===== src/design/tkcl_pkg.sv =====
// Shared types, sizes and codes of the two-key code lock.
`timescale 1ns / 1ps

package tkcl_pkg;

    // Digits in one code and samples needed to accept a key level.
    localparam int CODE_LENGTH    = 6;
    localparam int STABLE_SAMPLES = 6;
    localparam int CNT_W          = $clog2(CODE_LENGTH + 1);

    localparam int PERIOD_W    = 10;
    localparam int TOGGLE_W    = 5;
    localparam int CFG_IDX_W   = 1;
    localparam int CFG_DATA_W  = 10;

    localparam logic [PERIOD_W-1:0] PERIOD_RESET = 10'd80;
    localparam logic [TOGGLE_W-1:0] TOGGLE_RESET = 5'd8;

    // Register indexes.
    localparam logic [CFG_IDX_W-1:0] CFG_FLASH_PERIOD  = 1'd0;
    localparam logic [CFG_IDX_W-1:0] CFG_FLASH_TOGGLES = 1'd1;

    // LED colors.
    localparam logic [1:0] LED_GREEN  = 2'd0;
    localparam logic [1:0] LED_RED    = 2'd1;
    localparam logic [1:0] LED_YELLOW = 2'd2;
    localparam logic [1:0] LED_DARK   = 2'd3;

    // Lock events.
    localparam logic [1:0] EVT_NONE   = 2'd0;
    localparam logic [1:0] EVT_STORED = 2'd1;
    localparam logic [1:0] EVT_OPEN   = 2'd2;
    localparam logic [1:0] EVT_WRONG  = 2'd3;

    typedef enum logic [2:0] {
        MODE_ENTRY  = 3'b001,
        MODE_LOCKED = 3'b010,
        MODE_FLASH  = 3'b100
    } lock_mode_t;

    typedef struct packed {
        logic key_a_level;
        logic key_b_level;
    } in_item_t;

    typedef struct packed {
        logic [1:0] led_color;
        logic       press_echo;
        logic [1:0] lock_event;
        logic [2:0] presses_entered;
    } out_item_t;

endpackage


===== src/design/tkcl_debounce.sv =====
// One key lane: sample history, held/armed tracking and fresh-press detect.
`timescale 1ns / 1ps

module tkcl_debounce (
    input  logic aclk,
    input  logic aresetn,
    input  logic advance,
    input  logic key_level,
    output logic press
);
    import tkcl_pkg::*;

    logic [STABLE_SAMPLES-1:0] hist_reg, hist_next;
    logic                      held_reg, held_next;
    logic                      armed_reg, armed_next;

    always_comb begin
        hist_next  = {hist_reg[STABLE_SAMPLES-2:0], ~key_level};
        held_next  = held_reg;
        armed_next = armed_reg;
        if (&hist_next) begin
            held_next = 1'b1;
        end
        if (hist_next == '0) begin
            held_next  = 1'b0;
            armed_next = 1'b1;
        end
        press = held_next && armed_next;
        if (press) begin
            armed_next = 1'b0;
        end
    end

    always_ff @(posedge aclk) begin
        if (!aresetn) begin
            hist_reg  <= '0;
            held_reg  <= 1'b0;
            armed_reg <= 1'b1;
        end else if (advance) begin
            hist_reg  <= hist_next;
            held_reg  <= held_next;
            armed_reg <= armed_next;
        end
    end

endmodule


===== src/design/tkcl_ctrl.sv =====
// Merge stage: records digits from both lanes, runs the lock modes and flash timer.
`timescale 1ns / 1ps

module tkcl_ctrl (
    input  logic                       aclk,
    input  logic                       aresetn,
    input  logic                       advance,
    input  logic                       press_a,
    input  logic                       press_b,
    input  logic                       cfg_wr_en,
    input  logic [tkcl_pkg::CFG_IDX_W-1:0]  cfg_index,
    input  logic [tkcl_pkg::CFG_DATA_W-1:0] cfg_wdata,
    output tkcl_pkg::out_item_t        result
);
    import tkcl_pkg::*;

    localparam logic [CNT_W-1:0] CNT_FULL = CNT_W'(CODE_LENGTH);

    logic [PERIOD_W-1:0]    period_cfg_reg;
    logic [TOGGLE_W-1:0]    toggle_cfg_reg;

    logic [CNT_W-1:0]       count_reg, count_next, count_a;
    logic [CODE_LENGTH-1:0] entered_reg, entered_next, entered_a;
    logic [CODE_LENGTH-1:0] stored_reg, stored_next;
    lock_mode_t             mode_reg, mode_next;
    logic [PERIOD_W-1:0]    timer_reg, timer_next, timer_inc, period;
    logic [TOGGLE_W-1:0]    toggles_reg, toggles_next, toggles_inc, toggle_limit;
    logic                   yellow_reg, yellow_next;
    logic                   rec_a, rec_b;
    logic                   flashing;
    logic [1:0]             event_code;
    logic [1:0]             color;

    always_ff @(posedge aclk) begin
        if (!aresetn) begin
            period_cfg_reg <= PERIOD_RESET;
            toggle_cfg_reg <= TOGGLE_RESET;
        end else if (cfg_wr_en) begin
            unique case (cfg_index)
                CFG_FLASH_PERIOD:  period_cfg_reg <= cfg_wdata[PERIOD_W-1:0];
                CFG_FLASH_TOGGLES: toggle_cfg_reg <= cfg_wdata[TOGGLE_W-1:0];
                default: ;
            endcase
        end
    end

    // A zero setting acts as one.
    assign period       = (period_cfg_reg == '0) ? PERIOD_W'(1) : period_cfg_reg;
    assign toggle_limit = (toggle_cfg_reg == '0) ? TOGGLE_W'(1) : toggle_cfg_reg;
    assign timer_inc    = timer_reg + PERIOD_W'(1);
    assign toggles_inc  = toggles_reg + TOGGLE_W'(1);
    assign flashing     = (mode_reg == MODE_FLASH);

    always_comb begin
        // Key A first, then key B; drop digits beyond the code length.
        rec_a     = press_a && !flashing && (count_reg < CNT_FULL);
        entered_a = rec_a ? (entered_reg | (CODE_LENGTH'(1) << count_reg)) : entered_reg;
        count_a   = rec_a ? count_reg + CNT_W'(1) : count_reg;

        rec_b        = press_b && !flashing && (count_a < CNT_FULL);
        entered_next = rec_b ? (entered_a & ~(CODE_LENGTH'(1) << count_a)) : entered_a;
        count_next   = rec_b ? count_a + CNT_W'(1) : count_a;

        stored_next  = stored_reg;
        mode_next    = mode_reg;
        timer_next   = timer_reg;
        toggles_next = toggles_reg;
        yellow_next  = yellow_reg;
        event_code   = EVT_NONE;

        if (!flashing && count_next >= CNT_FULL) begin
            if (mode_reg == MODE_LOCKED) begin
                if (entered_next == stored_reg) begin
                    mode_next  = MODE_ENTRY;
                    count_next = '0;
                    event_code = EVT_OPEN;
                end else begin
                    mode_next    = MODE_FLASH;
                    timer_next   = '0;
                    toggles_next = '0;
                    yellow_next  = 1'b1;
                    event_code   = EVT_WRONG;
                end
            end else begin
                stored_next = entered_next;
                mode_next   = MODE_LOCKED;
                count_next  = '0;
                event_code  = EVT_STORED;
            end
            entered_next = '0;
        end else if (flashing) begin
            timer_next = timer_inc;
            if (timer_inc >= period) begin
                timer_next   = '0;
                yellow_next  = ~yellow_reg;
                toggles_next = toggles_inc;
                if (toggles_inc >= toggle_limit) begin
                    toggles_next = '0;
                    yellow_next  = 1'b0;
                    mode_next    = MODE_LOCKED;
                    count_next   = '0;
                    entered_next = '0;
                end
            end
        end

        unique case (mode_next)
            MODE_LOCKED: color = LED_RED;
            MODE_FLASH:  color = yellow_next ? LED_YELLOW : LED_DARK;
            default:     color = LED_GREEN;
        endcase

        result.led_color       = color;
        result.press_echo      = rec_a || rec_b;
        result.lock_event      = event_code;
        result.presses_entered = 3'(count_next);
    end

    always_ff @(posedge aclk) begin
        if (!aresetn) begin
            count_reg   <= '0;
            entered_reg <= '0;
            stored_reg  <= '0;
            mode_reg    <= MODE_ENTRY;
            timer_reg   <= '0;
            toggles_reg <= '0;
            yellow_reg  <= 1'b0;
        end else if (advance) begin
            count_reg   <= count_next;
            entered_reg <= entered_next;
            stored_reg  <= stored_next;
            mode_reg    <= mode_next;
            timer_reg   <= timer_next;
            toggles_reg <= toggles_next;
            yellow_reg  <= yellow_next;
        end
    end

endmodule


===== src/design/two_key_code_lock.sv =====
// Top level of the two-key code lock: key lanes, merge stage and output buffer.
`timescale 1ns / 1ps

// Each input transfer is one sample tick of the two raw active-low key levels
// and yields exactly one registered result. The block takes one tick per
// cycle: both key lanes and the lock controller update on every accepted
// tick, and a two-entry output buffer keeps input flowing while a result
// waits, so s_ready drops only when both entries are full. The flash timing
// registers are written through the cfg port (index 0 period, 1 toggle count).

module two_key_code_lock (
    input  logic                            aclk,
    input  logic                            aresetn,
    input  logic                            s_valid,
    output logic                            s_ready,
    input  tkcl_pkg::in_item_t              s_data,
    output logic                            m_valid,
    input  logic                            m_ready,
    output tkcl_pkg::out_item_t             m_data,
    input  logic                            cfg_wr_en,
    input  logic [tkcl_pkg::CFG_IDX_W-1:0]  cfg_index,
    input  logic [tkcl_pkg::CFG_DATA_W-1:0] cfg_wdata
);
    import tkcl_pkg::*;

    logic      accept;
    logic      press_a, press_b;
    out_item_t result;
    logic      out_valid_reg, skid_valid_reg;
    out_item_t out_data_reg, skid_data_reg;

    assign s_ready = !skid_valid_reg;
    assign accept  = s_valid && s_ready;
    assign m_valid = out_valid_reg;
    assign m_data  = out_data_reg;

    tkcl_debounce u_lane_a (
        .aclk      (aclk),
        .aresetn   (aresetn),
        .advance   (accept),
        .key_level (s_data.key_a_level),
        .press     (press_a)
    );

    tkcl_debounce u_lane_b (
        .aclk      (aclk),
        .aresetn   (aresetn),
        .advance   (accept),
        .key_level (s_data.key_b_level),
        .press     (press_b)
    );

    tkcl_ctrl u_ctrl (
        .aclk      (aclk),
        .aresetn   (aresetn),
        .advance   (accept),
        .press_a   (press_a),
        .press_b   (press_b),
        .cfg_wr_en (cfg_wr_en),
        .cfg_index (cfg_index),
        .cfg_wdata (cfg_wdata),
        .result    (result)
    );

    always_ff @(posedge aclk) begin
        if (!aresetn) begin
            out_valid_reg  <= 1'b0;
            skid_valid_reg <= 1'b0;
        end else if (!out_valid_reg || m_ready) begin
            // Output slot frees up: refill from the skid entry first.
            if (skid_valid_reg) begin
                out_valid_reg  <= 1'b1;
                skid_valid_reg <= 1'b0;
            end else begin
                out_valid_reg <= accept;
            end
        end else if (accept) begin
            skid_valid_reg <= 1'b1;
        end
    end

    always_ff @(posedge aclk) begin
        if (!out_valid_reg || m_ready) begin
            out_data_reg <= skid_valid_reg ? skid_data_reg : result;
        end else if (accept) begin
            skid_data_reg <= result;
        end
    end

endmodule


===== config.mk =====
export PLATFORM = sky130hd
export DESIGN_NAME = two_key_code_lock
export DESIGN_NICKNAME = d
export VERILOG_FILES = /design/src/design/tkcl_pkg.sv /design/src/design/tkcl_debounce.sv /design/src/design/tkcl_ctrl.sv /design/src/design/two_key_code_lock.sv
export SDC_FILE = /design/constraint.sdc
export NUM_CORES = 1
export LEC_CHECK = 0
export ABC_AREA = 1
export BUFFER_PORTS_ARGS = -buffer_cell sky130_fd_sc_hd__buf_4
export CELL_PAD_IN_SITES_DETAIL_PLACEMENT = 1
export CELL_PAD_IN_SITES_GLOBAL_PLACEMENT = 2
export CORE_UTILIZATION = 38
export DETAILED_ROUTE_END_ITERATION = 8
export PLACE_DENSITY_LB_ADDON = 0.1
export SYNTH_ARGS = -nofsm -noshare
export SYNTH_HDL_FRONTEND = slang
export SYNTH_HIERARCHICAL = 1
export SYNTH_SLANG_ARGS = --single-unit

===== constraint.sdc =====
create_clock -name aclk -period 6.21 [get_ports aclk]
set_clock_uncertainty 0.05 [all_clocks]
set_input_delay 1.242 -clock aclk [delete_from_list [all_inputs] [get_ports aclk]]
set_output_delay 1.242 -clock aclk [all_outputs]
set_load 0.005 [all_outputs]

# Word-level counts from Yosys, hierarchy flattened
# Index checks and enable logic that the tools add are counted.
# totals
input_bits	18
wordCells	135
output_inout_bits	10
regBits	81
# op_classes
order_cmp	5
n_reduce_logical	28
eq_ne	7
n_shift	2
n_bitwise	10
mux	54
n_addsub	4
# ops
operator	count
$mux W10	6
$mux W3	14
$mux W6	6
$mux W5	7
$mux W1	17
$logic_not A6 Y1	2
$reduce_and A6 Y1	2
$shl A1 B3 Y6 const A	2
$add A10 B1 Y10 const B	1
$ge A10 B10 Y1	1
$logic_not A10 Y1	1
$logic_and A1 B1 Y1	8
$mux W8	1
$not A1 Y1	7
$add A3 B1 Y3 const B	2
$and A6 B6 Y6	1
$eq A3 B2 Y1 const B	2
$eq A3 B3 Y1 const B	2
$eq A6 B6 Y1	1
$lt A3 B3 Y1 const B	2
$not A6 Y6	1
$or A6 B6 Y6	1
$reduce_and A2 Y1	3
$add A5 B1 Y5 const B	1
other kinds (13)	19

# Logic depth before layout (Yosys ltp)
# Gate-level depths: netlist (run 1).
# logic_depth
word_depth	19
depth_mapped	29
mapped_depth_nobuf	28

# Cells and area by module
# Netlist (run 1), hierarchy kept.
# by_module_without_submodules
module	area_per_inst_um2	seq_area_each_um2	cells_per_inst	n_inst
tkcl_ctrl	3378.2	980.9	486	1
two_key_code_lock	668.1	520.5	54	1
tkcl_debounce	304.0	140.1	44	2

# Least setup slack after synthesis (run 1)
# OpenSTA, ideal clock, no wires.
# synth_timing
path_kind	input to register
start	in s_data[1] (netlist name)
end	reg out_data_reg, in the netlist m_data[2] (data pin)
setup_ns	0.252
path_slack_ns	2.344
arrival_ns	3.564
stages	27
path_buffers	2
required_time_ns	5.908
path_cell_list	nor2_1 nand2_1 nand2_2 nand2_1 nor2_1 inv_1 a21oi_4 nand2_4 buf_6 xor2_1 inv_1 ha_1 inv_1 nor2_1 nand2_2 nand2_2 nand2_1 nand2_2 nor2_4 nand2_2 nand2_4 nand2_4 buf_6 nand3_2 inv_1 nand2_1 nand2_1
# synth_lines
item	line_no	text
start, declared	two_key_code_lock.sv:16	input tkcl_pkg::in_item_t s_data,
end signal, assigned	two_key_code_lock.sv:84	out_data_reg <= skid_valid_reg ? skid_data_reg : result;
end, declared	two_key_code_lock.sv:30	out_item_t out_data_reg, skid_data_reg;

# Worst setup path in the final report (run 1)
# layout_timing
start	in s_data[1] (netlist name)
end	reg u_ctrl.timer_reg[6]
# layout_via
elab_chain_cells	15
elab_cells_between_ends	27
cone_classes	1 x add/sub; 2 x order compare; 3 x eq/ne; 1 x shift; 8 x mux; 3 x bitwise; 9 x reduce/logical
# layout_lines
item	line_no	text
$not A1 Y1 *	tkcl_debounce.sv:18	hist_next = {hist_reg[STABLE_SAMPLES-2:0], ~key_level};
$reduce_and A6 Y1	tkcl_debounce.sv:21	if (&hist_next) begin
$mux W1	tkcl_debounce.sv:21	
$mux W1	tkcl_debounce.sv:24	if (hist_next == '0) begin
$logic_and A1 B1 Y1 *	tkcl_debounce.sv:28	press = held_next && armed_next;
named net press_a	two_key_code_lock.sv:27	logic press_a, press_b;
$logic_and A1 B1 Y1 * (2 in series)	tkcl_ctrl.sv:56	rec_a = press_a && !flashing && (count_reg < CNT_FULL);
$mux W3	tkcl_ctrl.sv:58	count_a = rec_a ? count_reg + CNT_W'(1) : count_reg;
$lt A3 B3 Y1 or $shl A1 B3 Y6 (tied branches)	tkcl_ctrl.sv:60, tkcl_ctrl.sv:61	
$logic_and A1 B1 Y1 or $not A6 Y6 (tied branches)	tkcl_ctrl.sv:60, tkcl_ctrl.sv:61	
$mux W3 or $and A6 B6 Y6 (tied branches)	tkcl_ctrl.sv:62, tkcl_ctrl.sv:61	
$ge A3 B3 Y1 or $mux W6 (tied branches)	tkcl_ctrl.sv:71, tkcl_ctrl.sv:61	
$logic_and A1 B1 Y1 or $eq A6 B6 Y1 (tied branches)	tkcl_ctrl.sv:71, tkcl_ctrl.sv:73	
$ne A2 B2 Y1 (no line) or $reduce_bool A2 Y1 (tied branches)	n/a	
$reduce_and A4 Y1 (no line)	n/a	
end signal, assigned	tkcl_ctrl.sv:133	timer_reg <= timer_next;
end, declared	tkcl_ctrl.sv:26	logic [PERIOD_W-1:0] timer_reg, timer_next, timer_inc, period;
# Mark *: on every way through the listed nets, which the timed path passes. The rest lies on a longest branch.
# A chain may end at the register's enable or synchronous reset.

==> flow_metrics.py, run 1 <==
metrics = {
    "run_status": {
        "status": "finished, final reports clean",
    },
    "setup_path": {
        "cp_data_arrival_time_ns": 4.70,
        "reg2reg_depth": 19,
        "r2r_slack_ns": 2.25,
        "required_ns": 6.38,
        "r2r-start": "u_lane_a/hist_reg[1]$_SDFFE_PN0P_",
        "critPathMaxFanout": 12,
        "r2r-end": "u_ctrl/timer_reg[6]$_SDFFE_PN0P_",
        "startpoint_type": "input pin",
        "path_class": "input pin to flop",
        "cp-end-kind": "flop",
    },
    "power_and_ir_drop": {
        "leakage_uw": 0.00252,
        "p_per_area_mw_per_mm2": 246,
        "ir_worst_vdd_mv": 0.122,
    },
    "yosys": {
        "synth_top_area_share_pct": 28.0,
        "synth_seq_cells": 81,
        "ys_warn_count": 6,
        "syn_inst": 628,
        "synth_edf_count": 16,
        "seq_area_frac_synth_pct": 38.3,
        "synthMostInstantiatedCell": "nand2_1",
        "async_flop_share_pct": 0,
        "netlist_top_cells_area": "dfxtp_1 28%, nand2_1 12%, edfxtp_1 10%",
        "yosys.area.top_type": "dfxtp_1",
        "avgSynthCellArea_um2": 7.41,
        "synthesis.area_mm2": 0.00465,
        "netlist-cell-type-count": 40,
        "ys_top_cells_by_count": "146 x nand2_1, 92 x inv_1, 65 x dfxtp_1, 65 x nor2_1",
        "syn-num-nets": 673,
        "synth_top_flop_cell": "dfxtp_1",
    },
    "cells_and_area": {
        "fin_nets": 700,
        "regArea_mm2": 0.00178,
        "multi_input_area_mm2": 0.00243,
        "layout-drive-gt1-share_pct": 13.8,
        "area_growth_pct": 13.6,
        "fill_cells": 1532,
        "diodes": 0,
    },
    "global_route": {
        "track_usage_pct": 20.1,
        "grt_pass1_wl_um": 20100,
        "overflow": 0,
        "grt_pass1_vias": 4129,
        "grt_max_degree": 55,
        "antenna_found_initial": 0,
    },
    "placed_design": {
        "dp_hpwl_um": 8850,
        "pre_cts_ws_ns": 1.32,
        "io_buffer_count": 27,
        "gp_congestion": 0.837,
    },
    "route": {
        "dr_total_vias": 4001,
        "drt_iter0_drc": 123,
        "drtPass1Iterations": 4,
        "postRouteAntennaNets": 0,
        "routedWlPerCell_um": 14.6,
        "drc": 0,
        "routed_via_density": 4.96,
        "routed_wl_um": 11800,
    },
    "cts": {
        "tritoncts": "yes",
        "clk_latency_ns": 0.34,
        "cts_resized": 0,
        "h-tree-depth": 3,
        "clkTransAtPathRegs_ns": 0.06,
        "root_buffer": "clkbuf_16",
        "cts_hold_buf": 0,
        "ctsLongestPathBuffers": 2,
        "clock_sinks": 81,
        "cts_buffers": 9,
        "post_cts_buffers": 0,
    },
    "worst_hold_path": {
        "hold_path_startpoint": "u_ctrl/period_cfg_reg[0]$_SDFFE_PN0P_",
        "whs_path_depth": 2,
        "hold_class": "flop to flop",
        "min_to": "u_ctrl/period_cfg_reg[0]$_SDFFE_PN0P_",
    },
    "sta": {
        "final_hold_viol_count": 0,
        "fin_crit_ns": 4.53,
        "tns_ns": 0,
        "setup_ws_ns": 1.68,
        "worstMarginPinSlew_ns": 0.741,
        "relSlewSlack_pct": 50.2,
        "rsz0062_at_grt": "false",
        "post-route-period-util_pct": 72.9,
        "finalSetupViolCount": 0,
        "fmax_mhz": 221,
        "slew_viol_final": 0,
    },
    "floorplan": {
        "rows": 40,
        "die_area_mm2": 0.0127,
        "initial_core_util_pct": 38.9,
        "core_area_mm2": 0.0120,
        "die_width_um": 113,
        "fp.dieH_um": 113,
        "io_pins": 28,
    },
    "flow_run": {
        "cap_violations": 0,
    },
}
==> worst max-delay path by stage <==
stage,from,to,depth (start not counted)
4_1_cts,s_data[1],u_ctrl/timer_reg[2]$_SDFFE_PN0P_,19
3_5_place_dp,s_data[1],u_ctrl/timer_reg[5]$_SDFFE_PN0P_,19
6_report,s_data[1],u_ctrl/timer_reg[6]$_SDFFE_PN0P_,19
5_1_grt,s_data[1],u_ctrl/timer_reg[2]$_SDFFE_PN0P_,19
2_1_floorplan,s_data[1],m_data[2]$_DFFE_PP_,27
3_3_place_gp,s_data[1],u_ctrl/timer_reg[3]$_SDFFE_PN0P_,19
==> logic make-up (layout without fill, tap and decap cells) <==
group | count (synthesis) | in the layout | share of synthesized area (%)
simple gates | 290 | 290 | 29.5
compound gates | 112 | 112 | 13.9
buf+inv | 109 | 141 | 9.41
flops | 81 | 81 | 38.3
fa+ha+maj | 27 | 27 | 7.26
xor+xnor | 9 | 9 | 1.69
==> worst max-delay path, cell delays in order <==
cell and delay [ns]:
buf_4 0.12, nor2_1 0.09, nand2_1 0.07, nand2_2 0.07, nand2_1 0.05, nor2_1 0.08
inv_1 0.07, a21oi_4 0.17, nand2_4 0.15, xor2_1 0.33, ha_1 0.22, ha_1 0.23
o21ai_2 0.19, nand3_2 0.25, a21oi_1 0.20, buf_4 0.24, nand4_1 0.43, nand2_1 0.39
nor2_1 0.09
==> layout by cell type, fill, tap and decap left out, types with 5 or more instances in the layout <==
master / count
nand2_4: 5
nand2_2: 12
nand4_1: 7
nand3b_1: 5
dfxtp_1: 65
inv_1: 92
nand3_2: 14
edfxtp_1: 16
nand2_1: 146
o21ai_0: 42
a21oi_1: 42
clkbuf_16: 9
o21bai_1: 5
buf_4: 29
nor2_1: 65
ha_1: 27
xor2_1: 8
nand3_1: 27
==> per-layer routing <==
metal	track usage, %	vias up	share of wire [%]	wire length [um]
met5	0	-	0	0
met3	2.75	12	1.4	171
met1	26.2	1895	49	5820
met4	8.00	0	1.6	185
met2	33.7	18	48	5620
li1	-	2076	-	-
==> report_power, final <==
group          leakage (uW)  switching [uW]  internal [uW]
sequential         0.000691            17.1            564
clock              0.000150             212            348
combinational       0.00168             103           58.5
==> per-stage QoR <==
stage | cells | instance area [um^2] | hold WS (ns) | util (%) | total power (uW)
2_1_floorplan | 628 | 4650 | 0.379 | - | 698
3_3_place_gp | 791 | 4980 | 0.405 | 41.6 | 749
3_5_place_dp | 791 | 4980 | 0.402 | 41.6 | 755
4_1_cts | 807 | 5290 | 0.416 | 44.2 | 1330
5_1_grt | 807 | 5290 | 0.438 | 44.2 | 1370
6_report | 807 | 5290 | 0.414 | 44.2 | 1300
==> layout make-up <==
cell class / count / share of cell area (%)
Clock buffer: 9 / 4.26
Clock inverter: 7 / 1.61
Inverter: 96 / 6.81
Multi-Input combinational cell: 438 / 46.0
Sequential cell: 81 / 33.7
Tap cell: 147 / 3.48
Timing Repair Buffer: 29 / 4.12
No activity file was read; power rests on OpenSTA's default activity.
==> run 2, diff against run 1 <==
ABC_AREA = 0   (was 1)
clock period = 4.2 ns   (was 6.21 ns; I/O delays follow)
==> flow_metrics.py, run 2 <==
metrics = {
    "run_status": {
        "status": "finished, violations left",
        "violations": "design-rule violations",
    },
    "yosys": {
        "synth_top_flop_cell": "dfxtp_1",
        "avgSynthCellArea_um2": 9.09,
        "syn_inst": 505,
        "yosys.area.top_type": "dfxtp_1",
        "netlist_top_cells_area": "dfxtp_1 28%, edfxtp_1 10%, ha_1 7.4%",
        "ys_warn_count": 6,
        "seq_area_frac_synth_pct": 38.8,
        "synth_top_area_share_pct": 28.4,
        "syn-num-nets": 550,
        "async_flop_share_pct": 0,
        "synthesis.area_mm2": 0.00459,
        "netlist-cell-type-count": 72,
        "synth_edf_count": 16,
        "synth_seq_cells": 81,
        "synthMostInstantiatedCell": "dfxtp_1",
        "ys_top_cells_by_count": "65 x dfxtp_1, 56 x nand2_1, 40 x nor2_1",
    },
    "sta": {
        "final_hold_viol_count": 0,
        "setup_ws_ns": 0.346,
        "fin_crit_ns": 3.85,
        "whs_ns": 0.403,
        "finalSetupViolCount": 0,
        "slew_viol_final": 0,
        "rsz0062_at_grt": "false",
        "fmax_mhz": 259,
        "post-route-period-util_pct": 91.8,
        "relSlewSlack_pct": 48.3,
        "worstMarginPinSlew_ns": 0.775,
        "tns_ns": 0,
    },
    "cts": {
        "clock_sinks": 81,
        "cts_buffers": 9,
        "root_buffer": "clkbuf_16",
        "cts_resized": 0,
        "post_cts_buffers": 0,
        "clkTransAtPathRegs_ns": 0.06,
        "ctsLongestPathBuffers": 2,
        "h-tree-depth": 3,
        "clk_latency_ns": 0.34,
        "tritoncts": "yes",
        "cts_hold_buf": 0,
    },
    "worst_hold_path": {
        "min_to": "u_ctrl/toggle_cfg_reg[4]$_SDFFE_PN0P_",
        "hold_path_startpoint": "u_ctrl/toggle_cfg_reg[4]$_SDFFE_PN0P_",
        "whs_path_depth": 2,
        "hold_class": "flop to flop",
    },
    "setup_path": {
        "cp-startpoint": "u_lane_a/hist_reg[0]$_SDFFE_PN0P_",
        "cp-end-kind": "flop",
        "r2r-end": "m_data[7]$_DFFE_PP_",
        "critPathMaxFanout": 5,
        "r2r_slack_ns": 0.35,
        "reg2reg_depth": 16,
        "required_ns": 4.24,
        "startpoint_type": "flop",
        "r2r-start": "u_lane_a/hist_reg[0]$_SDFFE_PN0P_",
        "cp_data_arrival_time_ns": 3.90,
        "path_class": "flop to flop",
    },
    "cells_and_area": {
        "layout-drive-gt1-share_pct": 17.9,
        "final_cell_mix": "65 x dfxtp_1, 56 x nand2_1, 48 x buf_4",
        "fin_nets": 589,
        "diodes": 0,
        "postLayoutCoreUtil_pct": 45.5,
        "fin_area_mm2": 0.00528,
        "layout_commonest_cell": "dfxtp_1",
        "area_growth_pct": 15.1,
    },
    "route": {
        "drt_iter0_drc": 172,
        "dr_total_vias": 3845,
        "routed_via_density": 5.56,
        "drc": 4,
        "drtPass1Iterations": 6,
        "routedWlPerCell_um": 16.8,
        "postRouteAntennaNets": 0,
        "routed_wl_um": 11700,
    },
    "floorplan": {
        "core_area_mm2": 0.0116,
        "die_width_um": 112,
        "fp.dieH_um": 112,
        "rows": 39,
        "initial_core_util_pct": 39.5,
        "die_area_mm2": 0.0125,
        "io_pins": 28,
    },
    "power_and_ir_drop": {
        "ir_worst_vdd_mv": 0.131,
        "leakage_uw": 0.00211,
        "p_per_area_mw_per_mm2": 308,
    },
    "placed_design": {
        "gp_congestion": 0.857,
        "pre_cts_ws_ns": -0.00677,
        "dp_hpwl_um": 8440,
        "io_buffer_count": 27,
        "placed_cell_area_mm2": 0.00502,
    },
    "global_route": {
        "antenna_found_initial": 0,
        "track_usage_pct": 19.9,
        "grt_pass1_wl_um": 19800,
        "overflow": 0,
        "grt_max_degree": 37,
        "grt_pass1_vias": 4001,
    },
    "flow_run": {
        "cap_violations": 0,
    },
}
## run 2: changes by cell type after synthesis, sizes merged, moves of 10 or more
cell | before | now
nand2 | 163 | 57
nor3 | 1 | 12
inv | 96 | 35
mux2 | 0 | 10
o21ai | 48 | 14
nand3 | 43 | 24
mux2i | 0 | 13
nor2 | 70 | 41
a21oi | 45 | 35
## run 2: worst max-delay path by stage
stage                                  endpoint  slack (ns)
6_report                    m_data[7]$_DFFE_PP_        0.35
5_1_grt        u_ctrl/timer_reg[7]$_SDFFE_PN0P_       0.008
4_1_cts                     m_data[6]$_DFFE_PP_        0.26
3_5_place_dp                m_data[6]$_DFFE_PP_      -0.007
3_3_place_gp                m_data[6]$_DFFE_PP_     -0.0002
2_1_floorplan               m_data[7]$_DFFE_PP_        0.12
## run 2: kinds of logic (layout without fill, tap and decap cells)
family,count (synthesis),after routing,synth area share (%)
AND/OR/NAND/NOR,188,188,20.9
AO/OA/AOI/OAI,116,116,18.8
flip-flops,81,81,38.8
buffers and inverters,56,100,5.70
adder cells (fa/ha/maj),27,27,7.36
multiplexers,23,23,5.78
XOR/XNOR,14,14,2.67
## run 2: critical path, cell delays in order (launching register included)
cell and delay [ns]:
dfxtp_1 0.34, nor4_2 0.34, nand3_1 0.13, o211a_1 0.22, nand2_1 0.11, nor2_1 0.04, o21ai_0 0.38, inv_1 0.15
ha_1 0.29, and2_1 0.18, a32o_2 0.25, nor3_1 0.32, nand4_4 0.14, nand2_1 0.13, o21ai_0 0.07, and3_1 0.20
mux2_4 0.26
## run 2: per-layer routing
layer	share of wire (%)	GRT usage, %	vias up	wire length, um
li1	-	-	1907	-
met1	51	26.6	1885	5940
met2	45	32.5	41	5290
met3	2.3	3.16	12	265
met4	1.4	7.03	0	162
met5	0	0	-	0
## run 2: report_power, final
| part | switching, uW | internal (uW) | total (uW) |
|---|---|---|---|
| sequential | 12.2 | 808 | 821 |
| combinational | 62.3 | 44.9 | 107 |
| clock | 304 | 393 | 698 |
| total | 379 | 1250 | 1630 |
## run 2: layout make-up
cell class | instances | area [um^2]
Multi-Input combinational cell | 368 | 2550
Timing Repair Buffer | 49 | 380
Sequential cell | 81 | 1780
Fill cell | 1361 | 6330
Tap cell | 143 | 179
Inverter | 35 | 131
Clock inverter | 5 | 23.8
Clock buffer | 11 | 233
## run 2: per-stage QoR
step | std cells | total power [uW]
global placement | 676 | 942
finish | 692 | 1630
floorplan | 505 | 900
CTS | 692 | 1660
detailed placement | 676 | 946
global route | 692 | 1700
==> run 3, diff against run 2 <==
CORE_MARGIN = 8   (was not set)
HOLD_SLACK_MARGIN = 0.1   (was not set)
==> flow_metrics.py, run 3 (same netlist as run 2, synthesis figures left out) <==
metrics = {
    "cts": {
        "root_buffer": "clkbuf_16",
        "h-tree-depth": 3,
        "cts_buffers": 9,
        "ctsLongestPathBuffers": 2,
        "tritoncts": "yes",
        "clock_sinks": 81,
        "clkTransAtPathRegs_ns": 0.06,
        "clk_latency_ns": 0.34,
    },
    "setup_path": {
        "cp-end-kind": "flop",
        "reg2reg_depth": 17,
        "startpoint_type": "input pin",
        "cp_data_arrival_time_ns": 3.96,
        "r2r-start": "u_lane_a/hist_reg[0]$_SDFFE_PN0P_",
        "cp-startpoint": "s_data[1]",
        "required_ns": 4.24,
        "path_class": "input pin to flop",
        "critPathMaxFanout": 5,
    },
    "sta": {
        "final_hold_viol_count": 0,
        "worstMarginPinSlew_ns": 0.843,
        "whs_ns": 0.406,
        "rsz0062_at_grt": "false",
        "setup_ws_ns": 0.280,
        "slew_viol_final": 0,
        "fmax_mhz": 255,
        "relSlewSlack_pct": 43.7,
        "post-route-period-util_pct": 93.3,
        "fin_crit_ns": 3.92,
        "finalSetupViolCount": 0,
    },
    "cells_and_area": {
        "final_cells": 693,
        "multi_input_area_mm2": 0.00255,
        "regArea_mm2": 0.00178,
        "area_growth_pct": 15.3,
        "fin_nets": 586,
        "layout-drive-gt1-share_pct": 17.4,
        "fill_cells": 1395,
        "layout_commonest_cell": "dfxtp_1",
        "diodes": 0,
        "final_cell_mix": "65 x dfxtp_1, 56 x nand2_1, 46 x buf_4",
    },
    "placed_design": {
        "dp_hpwl_um": 8790,
        "io_buffer_count": 27,
        "gp_congestion": 0.848,
        "pre_cts_ws_ns": -0.133,
        "place.detailed.instances": 677,
    },
    "run_status": {
        "status": "finished, final reports clean",
    },
    "flow_run": {
        "cap_violations": 0,
    },
    "route": {
        "drtPass1Iterations": 4,
        "drc": 0,
        "dr_total_vias": 3757,
        "postRouteAntennaNets": 0,
        "routed_via_density": 5.42,
        "routed_wl_um": 11800,
        "drt_iter0_drc": 150,
        "routedWlPerCell_um": 17.0,
    },
    "floorplan": {
        "die_width_um": 126,
        "core_area_mm2": 0.0119,
        "initial_core_util_pct": 38.5,
        "rows": 40,
        "fp.dieH_um": 126,
        "io_pins": 28,
        "die_area_mm2": 0.0158,
    },
    "worst_hold_path": {
        "hold_class": "flop to flop",
        "whs_path_depth": 2,
        "hold_path_startpoint": "u_ctrl/toggle_cfg_reg[0]$_SDFFE_PN0P_",
    },
    "global_route": {
        "overflow": 0,
        "grt_max_degree": 31,
        "antenna_found_initial": 0,
        "grt_pass1_vias": 3870,
        "track_usage_pct": 15.3,
        "grt_pass1_wl_um": 19800,
    },
    "power_and_ir_drop": {
        "ir_worst_vdd_mv": 0.200,
        "total_power_uw": 1720,
        "leakage_uw": 0.00211,
        "p_per_area_mw_per_mm2": 325,
    },
}
==> run 3: worst paths after layout <==
check,end,slack [ns]
max,m_data[6]$_DFFE_PP_,0.28
min,u_ctrl/toggle_cfg_reg[0]$_SDFFE_PN0P_,0.41
max reg2reg,u_ctrl/timer_reg[2]$_SDFFE_PN0P_,0.34
min reg2reg,u_ctrl/toggle_cfg_reg[0]$_SDFFE_PN0P_,0.41
==> run 3: critical path: stages <==
cell and delay [ns]:
buf_4 0.13, nor3_1 0.18, o211a_1 0.27, nand3_1 0.14
xnor2_1 0.21, inv_1 0.10, ha_1 0.20, ha_1 0.30
o211ai_1 0.36, nor2_1 0.08, nor3_1 0.37, nor4_1 0.10
a211oi_1 0.23, a21boi_0 0.17, mux2_2 0.29
==> run 3: cell type report <==
| type | count | share of cell area (%) |
|---|---|---|
| clock inverters | 3 | 0.733 |
| repair buffers | 46 | 6.53 |
| flip-flops and latches | 81 | 33.7 |
| well taps | 147 | 3.48 |
| multi-input cells | 368 | 48.2 |
| clock buffers | 13 | 4.94 |
| inverters | 35 | 2.48 |
==> run 3: metal layers <==
layer / share of wire (%) / vias up / global-route usage [%]
met5: 0 / - / 0
met2: 46 / 40 / 24.2
met1: 50 / 1805 / 20.0
met4: 1.2 / 0 / 5.52
li1: - / 1902 / -
met3: 3.5 / 10 / 3.50
==> run 3: stage by stage <==
stage	area (um^2)	TNS (ns)	utilization, %
2_1_floorplan	4590	0	-
3_3_place_gp	4990	0	41.9
3_5_place_dp	4990	-1.67	41.9
4_1_cts	5290	0	44.4
5_1_grt	5290	0	44.4
6_report	5290	0	44.4
==> run 3: repair_timing <==
item / 4_1_cts / 5_1_grt
hold buffers: 0 / 0
setup endpoints to repair: 0 / 21
resized for setup: 0 / 1
setup buffers: 0 / 0
==> run 3: power by group <==
| part | total, uW | switching [uW] | internal, uW | leakage, uW |
|---|---|---|---|---|
| clock | 794 | 300 | 494 | 0.000146 |
| sequential | 820 | 11.9 | 808 | 0.000696 |
| combinational | 107 | 62.3 | 44.6 | 0.00127 |
| total | 1720 | 374 | 1350 | 0.00211 |
